$ cat config.mk
export PLATFORM = sky130hd
export DESIGN_NAME = day_number_to_calendar_date
export DESIGN_NICKNAME = d
export VERILOG_FILES = /design/src/rtl/dcal_pkg.sv /design/src/rtl/day_number_to_calendar_date.sv /design/src/rtl/dcal_sub.sv /design/src/rtl/dcal_ctrl.sv
export SDC_FILE = /design/constraint.sdc
export NUM_CORES = 1
export LEC_CHECK = 0
export ABC_CLOCK_PERIOD_IN_PS = 5150
export BUFFER_PORTS_ARGS = -buffer_cell sky130_fd_sc_hd__buf_2
export CORE_ASPECT_RATIO = 1.1
export CORE_MARGIN = 2
export CORE_UTILIZATION = 55
export CTS_CLUSTER_SIZE = 20
export DETAILED_ROUTE_END_ITERATION = 16
export GPL_ROUTABILITY_DRIVEN = 0
export HOLD_SLACK_MARGIN = 0.02
export PLACE_DENSITY_LB_ADDON = 0.08
export SYNTH_ARGS = -nofsm -noshare
export SYNTH_HDL_FRONTEND = slang
export SYNTH_SLANG_ARGS = --single-unit
$ cat constraint.sdc
create_clock -name clk -period 5.15 [get_ports clk]
set_input_delay 1.03 -clock clk [delete_from_list [all_inputs] [get_ports clk]]
set_output_delay 1.03 -clock clk [all_outputs]
set_load 0.02 [all_outputs]
$ cat src/rtl/dcal_pkg.sv
package dcal_pkg;

  localparam int OFFSET_W = 21;
  localparam int FRAC_W   = 16;
  localparam int REM_W    = 22;
  localparam int SECS_W   = 17;
  localparam int YEAR_W   = 14;
  localparam int CNT_W    = 5;

  // Day count from 1 March of year -1200 to 1 January 2000.
  localparam logic [REM_W-1:0]  Z_BASE     = 22'd1168716;
  localparam logic [YEAR_W-1:0] YEAR_START = 14'(-1200);

  localparam logic [REM_W-1:0] DAYS_ERA  = 22'd146097;
  localparam logic [REM_W-1:0] DAYS_CENT = 22'd36524;
  localparam logic [REM_W-1:0] DAYS_QUAD = 22'd1461;
  localparam logic [REM_W-1:0] DAYS_YEAR = 22'd365;
  localparam logic [REM_W-1:0] SECS_HOUR = 22'd3600;
  localparam logic [REM_W-1:0] SECS_TMIN = 22'd600;
  localparam logic [REM_W-1:0] SECS_MIN  = 22'd60;

  localparam logic [9:0] SECS_MUL   = 10'd675;
  localparam logic [8:0] SECS_ROUND = 9'd256;

  typedef struct packed {
    logic idle;
    logic done;
  } dcal_status_t;

  typedef struct packed {
    logic [5:0]  second;
    logic [5:0]  minute;
    logic [4:0]  hour;
    logic [4:0]  day;
    logic [3:0]  month;
    logic [11:0] year;
  } dcal_result_t;

  // Month lengths counted from March; February comes last and is never stepped past.
  function automatic logic [4:0] month_len(input logic [3:0] idx);
    logic [4:0] len;
    case (idx)
      4'd1, 4'd3, 4'd6, 4'd8: len = 5'd30;
      4'd11:                  len = 5'd29;
      default:                len = 5'd31;
    endcase
    return len;
  endfunction

endpackage

$ cat src/rtl/day_number_to_calendar_date.sv
// Converts a signed day count relative to 1 January 2000 and a Q0.16 day
// fraction into a Gregorian date and a time of day rounded to the nearest
// second. A single shared subtractor takes one step per cycle, removing
// 400-year eras, centuries, four-year groups, years and months, and then
// hours, tens of minutes and minutes, so the time between acceptances
// follows how many steps the input needs. The block takes no new item
// while one is in work, but a finished result waits in the output register
// while the next item is accepted.
module day_number_to_calendar_date (
  input  logic        clk,
  input  logic        rst,
  input  logic        s_tvalid,
  output logic        s_tready,
  input  logic [39:0] s_tdata,   // day_offset[20:0], day_fraction[36:21], zero fill
  output logic        m_tvalid,
  input  logic        m_tready,
  output logic [39:0] m_tdata    // year_out, month_out, day_out, hour_out,
                                 // minute_out, second_out, zero fill
);
  import dcal_pkg::*;

  dcal_status_t status;
  dcal_result_t result;
  logic         start;
  logic         take;

  assign s_tready = status.idle && !rst;
  assign start    = s_tvalid && s_tready;
  assign take     = status.done && (!m_tvalid || m_tready);

  dcal_ctrl u_ctrl (
    .clk    (clk),
    .rst    (rst),
    .start  (start),
    .offset (s_tdata[OFFSET_W-1:0]),
    .frac   (s_tdata[OFFSET_W+FRAC_W-1:OFFSET_W]),
    .take   (take),
    .status (status),
    .result (result)
  );

  always_ff @(posedge clk) begin
    if (rst) begin
      m_tvalid <= 1'b0;
    end else if (take) begin
      m_tvalid <= 1'b1;
    end else if (m_tready) begin
      m_tvalid <= 1'b0;
    end
  end

  always_ff @(posedge clk) begin
    if (take) begin
      m_tdata <= {2'b00, result.second, result.minute, result.hour,
                  result.day, result.month, result.year};
    end
  end

endmodule

$ cat src/rtl/dcal_sub.sv
module dcal_sub (
  input  logic [dcal_pkg::REM_W-1:0] a,
  input  logic [dcal_pkg::REM_W-1:0] b,
  output logic [dcal_pkg::REM_W-1:0] diff,
  output logic                       ge
);
  import dcal_pkg::*;

  logic borrow;

  assign {borrow, diff} = {1'b0, a} - {1'b0, b};
  assign ge = !borrow;

endmodule

$ cat src/rtl/dcal_ctrl.sv
module dcal_ctrl (
  input  logic                               clk,
  input  logic                               rst,
  input  logic                               start,
  input  logic signed [dcal_pkg::OFFSET_W-1:0] offset,
  input  logic [dcal_pkg::FRAC_W-1:0]        frac,
  input  logic                               take,
  output dcal_pkg::dcal_status_t             status,
  output dcal_pkg::dcal_result_t             result
);
  import dcal_pkg::*;

  localparam logic [3:0] PH_IDLE = 4'd0;
  localparam logic [3:0] PH_ERA  = 4'd1;
  localparam logic [3:0] PH_CENT = 4'd2;
  localparam logic [3:0] PH_QUAD = 4'd3;
  localparam logic [3:0] PH_YEAR = 4'd4;
  localparam logic [3:0] PH_MON  = 4'd5;
  localparam logic [3:0] PH_HOUR = 4'd6;
  localparam logic [3:0] PH_TMIN = 4'd7;
  localparam logic [3:0] PH_MIN  = 4'd8;
  localparam logic [3:0] PH_DONE = 4'd9;

  logic [3:0]        phase;
  logic [CNT_W-1:0]  cnt;
  logic [REM_W-1:0]  rem;
  logic [SECS_W-1:0] secs;
  logic [YEAR_W-1:0] year;
  logic [3:0]        month;
  logic [4:0]        day;
  logic [4:0]        hour;
  logic [5:0]        minute;
  logic [5:0]        second;

  logic [REM_W-1:0]  sub_val;
  logic [CNT_W-1:0]  limit;
  logic [REM_W-1:0]  diff;
  logic              ge;
  logic              step;
  logic [25:0]       prod;

  dcal_sub u_sub (
    .a    (rem),
    .b    (sub_val),
    .diff (diff),
    .ge   (ge)
  );

  always_comb begin
    unique case (phase)
      PH_ERA: begin
        sub_val = DAYS_ERA;
        limit   = 5'd31;
      end
      PH_CENT: begin
        sub_val = DAYS_CENT;
        limit   = 5'd3;
      end
      PH_QUAD: begin
        sub_val = DAYS_QUAD;
        limit   = 5'd24;
      end
      PH_YEAR: begin
        sub_val = DAYS_YEAR;
        limit   = 5'd3;
      end
      PH_MON: begin
        sub_val = {17'd0, month_len(cnt[3:0])};
        limit   = 5'd11;
      end
      PH_HOUR: begin
        sub_val = SECS_HOUR;
        limit   = 5'd31;
      end
      PH_TMIN: begin
        sub_val = SECS_TMIN;
        limit   = 5'd31;
      end
      PH_MIN: begin
        sub_val = SECS_MIN;
        limit   = 5'd31;
      end
      default: begin
        sub_val = '0;
        limit   = '0;
      end
    endcase
  end

  assign step = ge && (cnt < limit);
  assign prod = frac * SECS_MUL + {17'd0, SECS_ROUND};

  always_ff @(posedge clk) begin
    if (rst) begin
      phase <= PH_IDLE;
      cnt   <= '0;
    end else begin
      unique case (phase)
        PH_IDLE: begin
          if (start) begin
            rem    <= {offset[OFFSET_W-1], offset} + Z_BASE;
            secs   <= prod[25:9];
            year   <= YEAR_START;
            hour   <= '0;
            minute <= '0;
            cnt    <= '0;
            phase  <= PH_ERA;
          end
        end
        PH_DONE: begin
          if (take) begin
            phase <= PH_IDLE;
          end
        end
        default: begin
          if (step) begin
            rem <= diff;
            cnt <= cnt + 5'd1;
            case (phase)
              PH_ERA:  year   <= year + 14'd400;
              PH_CENT: year   <= year + 14'd100;
              PH_QUAD: year   <= year + 14'd4;
              PH_YEAR: year   <= year + 14'd1;
              PH_HOUR: hour   <= hour + 5'd1;
              PH_TMIN: minute <= minute + 6'd10;
              PH_MIN:  minute <= minute + 6'd1;
              default: ;
            endcase
          end else begin
            cnt <= '0;
            case (phase)
              PH_ERA:  phase <= PH_CENT;
              PH_CENT: phase <= PH_QUAD;
              PH_QUAD: phase <= PH_YEAR;
              PH_YEAR: phase <= PH_MON;
              PH_MON: begin
                day <= rem[4:0] + 5'd1;
                if (cnt < 5'd10) begin
                  month <= cnt[3:0] + 4'd3;
                end else begin
                  month <= cnt[3:0] - 4'd9;
                  year  <= year + 14'd1;
                end
                rem   <= {5'd0, secs};
                phase <= PH_HOUR;
              end
              PH_HOUR: phase <= PH_TMIN;
              PH_TMIN: phase <= PH_MIN;
              default: begin
                second <= rem[5:0];
                phase  <= PH_DONE;
              end
            endcase
          end
        end
      endcase
    end
  end

  assign status.idle = (phase == PH_IDLE);
  assign status.done = (phase == PH_DONE);

  assign result.year   = year[11:0];
  assign result.month  = month;
  assign result.day    = day;
  assign result.hour   = hour;
  assign result.minute = minute;
  assign result.second = second;

endmodule
Word-level counts from Yosys, hierarchy flattened
Cells that the tools add are included.

storage, ports and cells
  output and inout port bits = 42
  input port bits = 44
  flip-flop bits (word level) = 127

cells by class
  equality and inequality tests = 19
  mux-type cells = 31
  bitwise logic cells = 5
  magnitude comparators = 2
  $add $sub $neg = 14
  reductions and logical operators = 28
  multipliers = 1

operators with widths
  kind                                                                   number
  18-bit one-hot mux with 8 select lines                                 1
  22-bit 2-to-1 mux                                                      3
  14-bit 2-to-1 mux                                                      4
  14-bit one-hot mux with 4 select lines                                 1
  22-bit one-hot mux with 2 select lines                                 1
  14-bit one-hot mux with 2 select lines                                 1
  4-bit one-hot mux with 7 select lines                                  1
  26-bit by 9-bit adder with 26-bit output, second input constant        1
  16-bit by 10-bit multiplier with 26-bit output, second input constant  1
  6-bit one-hot mux with 2 select lines                                  2
  22-bit by 18-bit subtractor with 23-bit output                         1
  22-bit by 21-bit adder with 22-bit output, second input constant       1
  4-bit by 3-bit equality test with 1-bit output, second input constant  5
  5-bit 2-to-1 mux                                                       4
  5-bit one-hot mux with 2 select lines                                  2
  5-bit one-hot mux with 4 select lines                                  1
  4-bit equality test, second input constant                             4
  4-bit 2-to-1 mux                                                       4
  5-bit by 1-bit adder with 5-bit output, second input constant          3
  14-bit by 1-bit adder with 14-bit output, second input constant        1
  14-bit by 3-bit adder with 14-bit output, second input constant        1
  14-bit by 7-bit adder with 14-bit output, second input constant        1
  14-bit by 9-bit adder with 14-bit output, second input constant        1
  4-bit by 2-bit equality test with 1-bit output, second input constant  3
  other kinds (30)                                                       52

Longest topological paths before layout
  depth after elaboration = 9
  gate-level depth with buffers = 23
  depth with buffers taken out = 21

Cells and area by module
From an unflattened synthesis, not the netlist that was laid out.

unflattened totals
  cell total of the unflattened synthesis = 1059
  area total of the unflattened synthesis = 10478.8 um^2

modules (own cells, without submodules)
  module                       area an instance (um^2)  cells each  instances  seq. area each (um^2)
  dcal_ctrl                    8012.7                   827         1          2492.4
  dcal_sub                     1234.9                   184         1          0.0
  day_number_to_calendar_date  1231.2                   48          1          1161.1

Worst setup path before layout
Ideal clock, no wire load.

  path type = input to register
  start point = input port s_tdata[22]
  end point = register u_ctrl.secs[16] (data pin)
  arrival = 5311 ps
  stages = 17
  data required time = 4890 ps
  setup time = 260 ps
  setup slack = -421 ps
  cells stage by stage = ha_1 > inv_1 > fa_1 > inv_1 > fa_1 > fa_1 > fa_1 > ha_1 > a21o_1 > a21oi_1 > nor3b_1 > and3_1 > o31ai_1 > a41o_1 > or3_1 > a31oi_1 > xnor2_1

on the way
  longest elaborated chain between the ends = 2

ends and longest elaborated chain
  what                                            RTL line                           text
  start: declaration                              day_number_to_calendar_date.sv:14  input logic [39:0] s_tdata,
  16-bit by 10-bit multiplier with 26-bit output  dcal_ctrl.sv:91                    assign prod = frac * SECS_MUL + {17'd0, SECS_ROUND};
  26-bit by 9-bit adder with 26-bit output        dcal_ctrl.sv:91
  via u_ctrl.prod[25]                             dcal_ctrl.sv:40                    logic [25:0] prod;
  end signal: assignment                          dcal_ctrl.sv:102                   secs <= prod[25:9];
  end: declaration                                dcal_ctrl.sv:27                    logic [SECS_W-1:0] secs;

The timed path passes the listed nets, and every way through them passes these cells.
A chain may end at the register's enable or synchronous reset.

Final worst setup path
  start point = input port s_tdata[23]
  end point = register u_ctrl.secs[16] (data pin)

Same word-level chain as after synthesis.

==> run summary <==
gr usage total: 22.8%
sequential fraction of the synthesis area: 38.1%
average cell area after synthesis: 10.5 sq um
CTS Hold Buffers Added: 0
Crit Path Max Fanout: 3
share of synthesized registers carrying an async set or reset: 0%
count of port buffers added during placement: 80
per-cell routed wire length: 15.3 microns
I/O Pins: 86
crit path max-delay cell type: fa_1
hold path depth: 0
number of routed nets with antenna violations: 0
Fmax achieved: 196 MHz
cell types occupying the most area after synthesis: edfxtp_1, ha_1, fa_1
half-perimeter wire length of the detailed placement result: 14700 microns
most frequent cell after synthesis: ha_1
antenna violations before repair: 1
cell area reported after detailed placement: 0.0106 sq mm
net total in the final layout: 1230
simple-gate share of the synthesized area: 13.2%
clock transition at the registers of the reported paths: 0.06 ns
cell class contributing the biggest share of worst-path delay: adder cells
post-route cell area: 0.0112 sq mm
proportion of layout cells with a drive suffix above 1: 18.8%
number of levels the H-tree was split into: 4
crit path kind: in2reg
area of the mapped netlist: 0.00959 sq mm
run status: completed
unrepaired setup endpoints after global routing: yes
Routed Wire Length: 19500 microns
global-route wire length before repair: 33500 microns
detailed-route vias per instance: 5.54
Std-Cell Rows: 50
ordered cell list for the critical path: buf_2, ha_4, fa_1, fa_1, fa_1, fa_1, ha_4, a21o_1, a21oi_2, nor3b_2, and3_4, o31ai_2, a41o_1, or3_4, a31oi_2, xnor2_1
number of flip-flops and latches in the synthesized netlist: 125
final hold violations: 0
post-CTS setup repair buffer count: 0
Final period util: 99.3%
Top FF cell, synth: edfxtp_1
depth of the worst register-to-register path: 23
clock tree from TritonCTS: done
Layout Area Growth over Synthesis: 16.8%
starting density of the core: 56.2%
clock network latency to the later pin of the worst-skew pair: 0.41 ns
Compound-Gate Fraction of Synth Area: 14.1%
commonest cells in the synthesized netlist: ha_1, edfxtp_1, nor2_1
Horiz. Die Dim: 130 microns
total buffers and inverters traversed by the critical path: 1
die area: 0.0185 sq mm
final core utilization: 65.6%
endpoint class of the critical path: flip-flop
arrival time at the worst endpoint: 5.27 ns
number of violations of the max-capacitance limit: 0
height of the die: 143 microns
post-route clock skew: 0.00520 ns
number of global-route vias before repair: 7020
pin count of the biggest net entering global routing: 39
GR Overflow Total: 0
ANT cells: 0
post-layout total power: 7.09 mW
stages on the worst setup path: 16
worst stage delay on the critical path: 0.56 ns
gate count after technology mapping: 917
HP Class: reg2reg
adder and majority cell fraction of the synthesized area: 22.8%
number of buffers created by CTS: 17
Post-Route Hold Slack: 0.418 ns
XOR/XNOR share of the synthesized area: 6.76%
number of enable-type register cells in the synthesized netlist: 115
slew margin rel.: 29.2%
final routed DRC violation total: 0
synthesis warning total: 0
Worst Setup Slack post-DPL: -0.548 ns
maximum number of buffers from clock root to sink: 2
cell type contributing the most total cell area after synthesis: edfxtp_1
slew at the pin closest to its max-slew limit: 1.06 ns
main combinational cell family by area after synthesis: adder cells
count of endpoints failing setup in the final report: 0
worst voltage drop across the vdd grid: 0.362 mV
number of clock sinks: 125
total power density per cell area: 633 mW/mm^2
data required time at the worst endpoint: 5.31 ns
count of routing violations after the opening detailed-route iteration: 407
type of origin of the critical path: input pin
proportion of synthesized area in mux cells: 0.730%
DRT Pass-1 Iters: 5
LEAKAGE: 4.76 nW
crit-path most repeated cell: fa_1
final slew viol count: 0
clock root buffer: clkbuf_16
via count: 7083
Core Footprint: 0.0171 sq mm
post-synth top area share: 36.0%
worst path setup slack after routing: 0.0378 ns
post-synth cell types: 78
time the final worst path needs with I/O delays and setup: 5.11 ns
per-layer routing:
metal  up-vias  wire length [microns]  GRT usage (%)
met2       142                  10300           41.7
met1      3361                   8130           26.5
li1       3552                      -              -
met5         -                      0              0
met4         0                    333           6.90
met3        28                    775           4.70
layout make-up:
class | count | area (sq um)
Sequential cell | 125 | 3650
Clock buffer | 17 | 425
Multi-Input combinational cell | 695 | 5630
Inverter | 62 | 233
Clock inverter | 15 | 185
Timing Repair Buffer | 131 | 787
Fill cell | 1406 | 5870
Tap cell | 234 | 293
worst paths after layout:
path	start	endpoint	slack [ns]
hold / removal	u_ctrl.month[1]	m_tdata[13]	0.42
hold reg to reg	u_ctrl.month[1]	m_tdata[13]	0.42
setup / recovery	s_tdata[23]	u_ctrl.secs[16]	0.04
setup reg to reg	u_ctrl.cnt[1]	u_ctrl.year[10]	0.39
cell usage in the layout, fill, tap and decap left out, types with 5 or more instances in the layout:
| master | instances |
|---|---|
| or3_1 | 5 |
| o21a_1 | 18 |
| nand2b_1 | 11 |
| nor2b_1 | 13 |
| buf_4 | 50 |
| fa_1 | 31 |
| clkbuf_16 | 17 |
| a21boi_0 | 5 |
| inv_1 | 62 |
| inv_6 | 5 |
| buf_2 | 80 |
| xor2_1 | 26 |
| a31oi_1 | 16 |
| o22ai_1 | 5 |
| a22oi_1 | 6 |
| edfxtp_1 | 115 |
| xnor2_1 | 48 |
| ha_1 | 118 |
| a21oi_1 | 47 |
| o211ai_1 | 6 |
| nand3_1 | 23 |
| a21o_1 | 14 |
| nor2_1 | 74 |
| o21ai_1 | 8 |
| mux2i_1 | 7 |
| o21ai_0 | 27 |
| dfxtp_1 | 9 |
| nand2_1 | 62 |
| and3_1 | 8 |
| a211oi_1 | 8 |
| nor3_1 | 17 |
cells by family (layout without fill, tap and decap cells):
family	after synthesis	count (layout)
adder cells (fa/ha/maj)	155	155
XOR/XNOR	74	74
flip-flops	125	125
AO/OA/AOI/OAI	203	203
AND/OR/NAND/NOR	254	254
other	1	2
multiplexers	7	7
buffers and inverters	98	225
metrics by stage:
stage	std cells	setup TNS, ns
floorplan	918	-0.243
global placement	1247	-2.09
detailed placement	1247	-2.57
CTS	1279	0
global route	1279	-0.137
finish	1279	0
what timing repair did:
item,CTS,global route
resized for setup,3,4
endpoints found under the setup margin,1,19
pin swaps,5,1
state kept, by name, indices dropped and copies added (netlist names):
signal / count
u_ctrl.day: 5
u_ctrl.minute: 6
u_ctrl.hour: 5
u_ctrl.secs: 17
u_ctrl.phase: 4
m_tdata: 38
u_ctrl.second: 6
u_ctrl.cnt: 5
u_ctrl.month: 4
u_ctrl.rem: 22
u_ctrl.year: 12
m_tvalid: 1
worst reg2reg max path, stage by stage, from the launching register on:
cell	delay (ns)
dfxtp_1	0.47
inv_1	0.10
ha_1	0.24
inv_1	0.06
o21ai_0	0.08
o31ai_1	0.09
o21ai_0	0.14
a21oi_1	0.19
nand2_1	0.08
a21oi_1	0.20
ha_1	0.19
inv_1	0.05
fa_1	0.43
a211oi_2	0.29
nor4_1	0.10
or2_1	0.29
o221a_4	0.28
nor4_4	0.20
o21ai_2	0.17
nand2_2	0.13
buf_6	0.24
maj3_1	0.21
a211oi_1	0.06
buf_4	0.22
power by group:
part | internal (mW) | switching (mW)
combinational | 1.79 | 2.21
sequential | 1.60 | 0.267
clock | 0.769 | 0.466
Power figures use the tool's default switching activity.
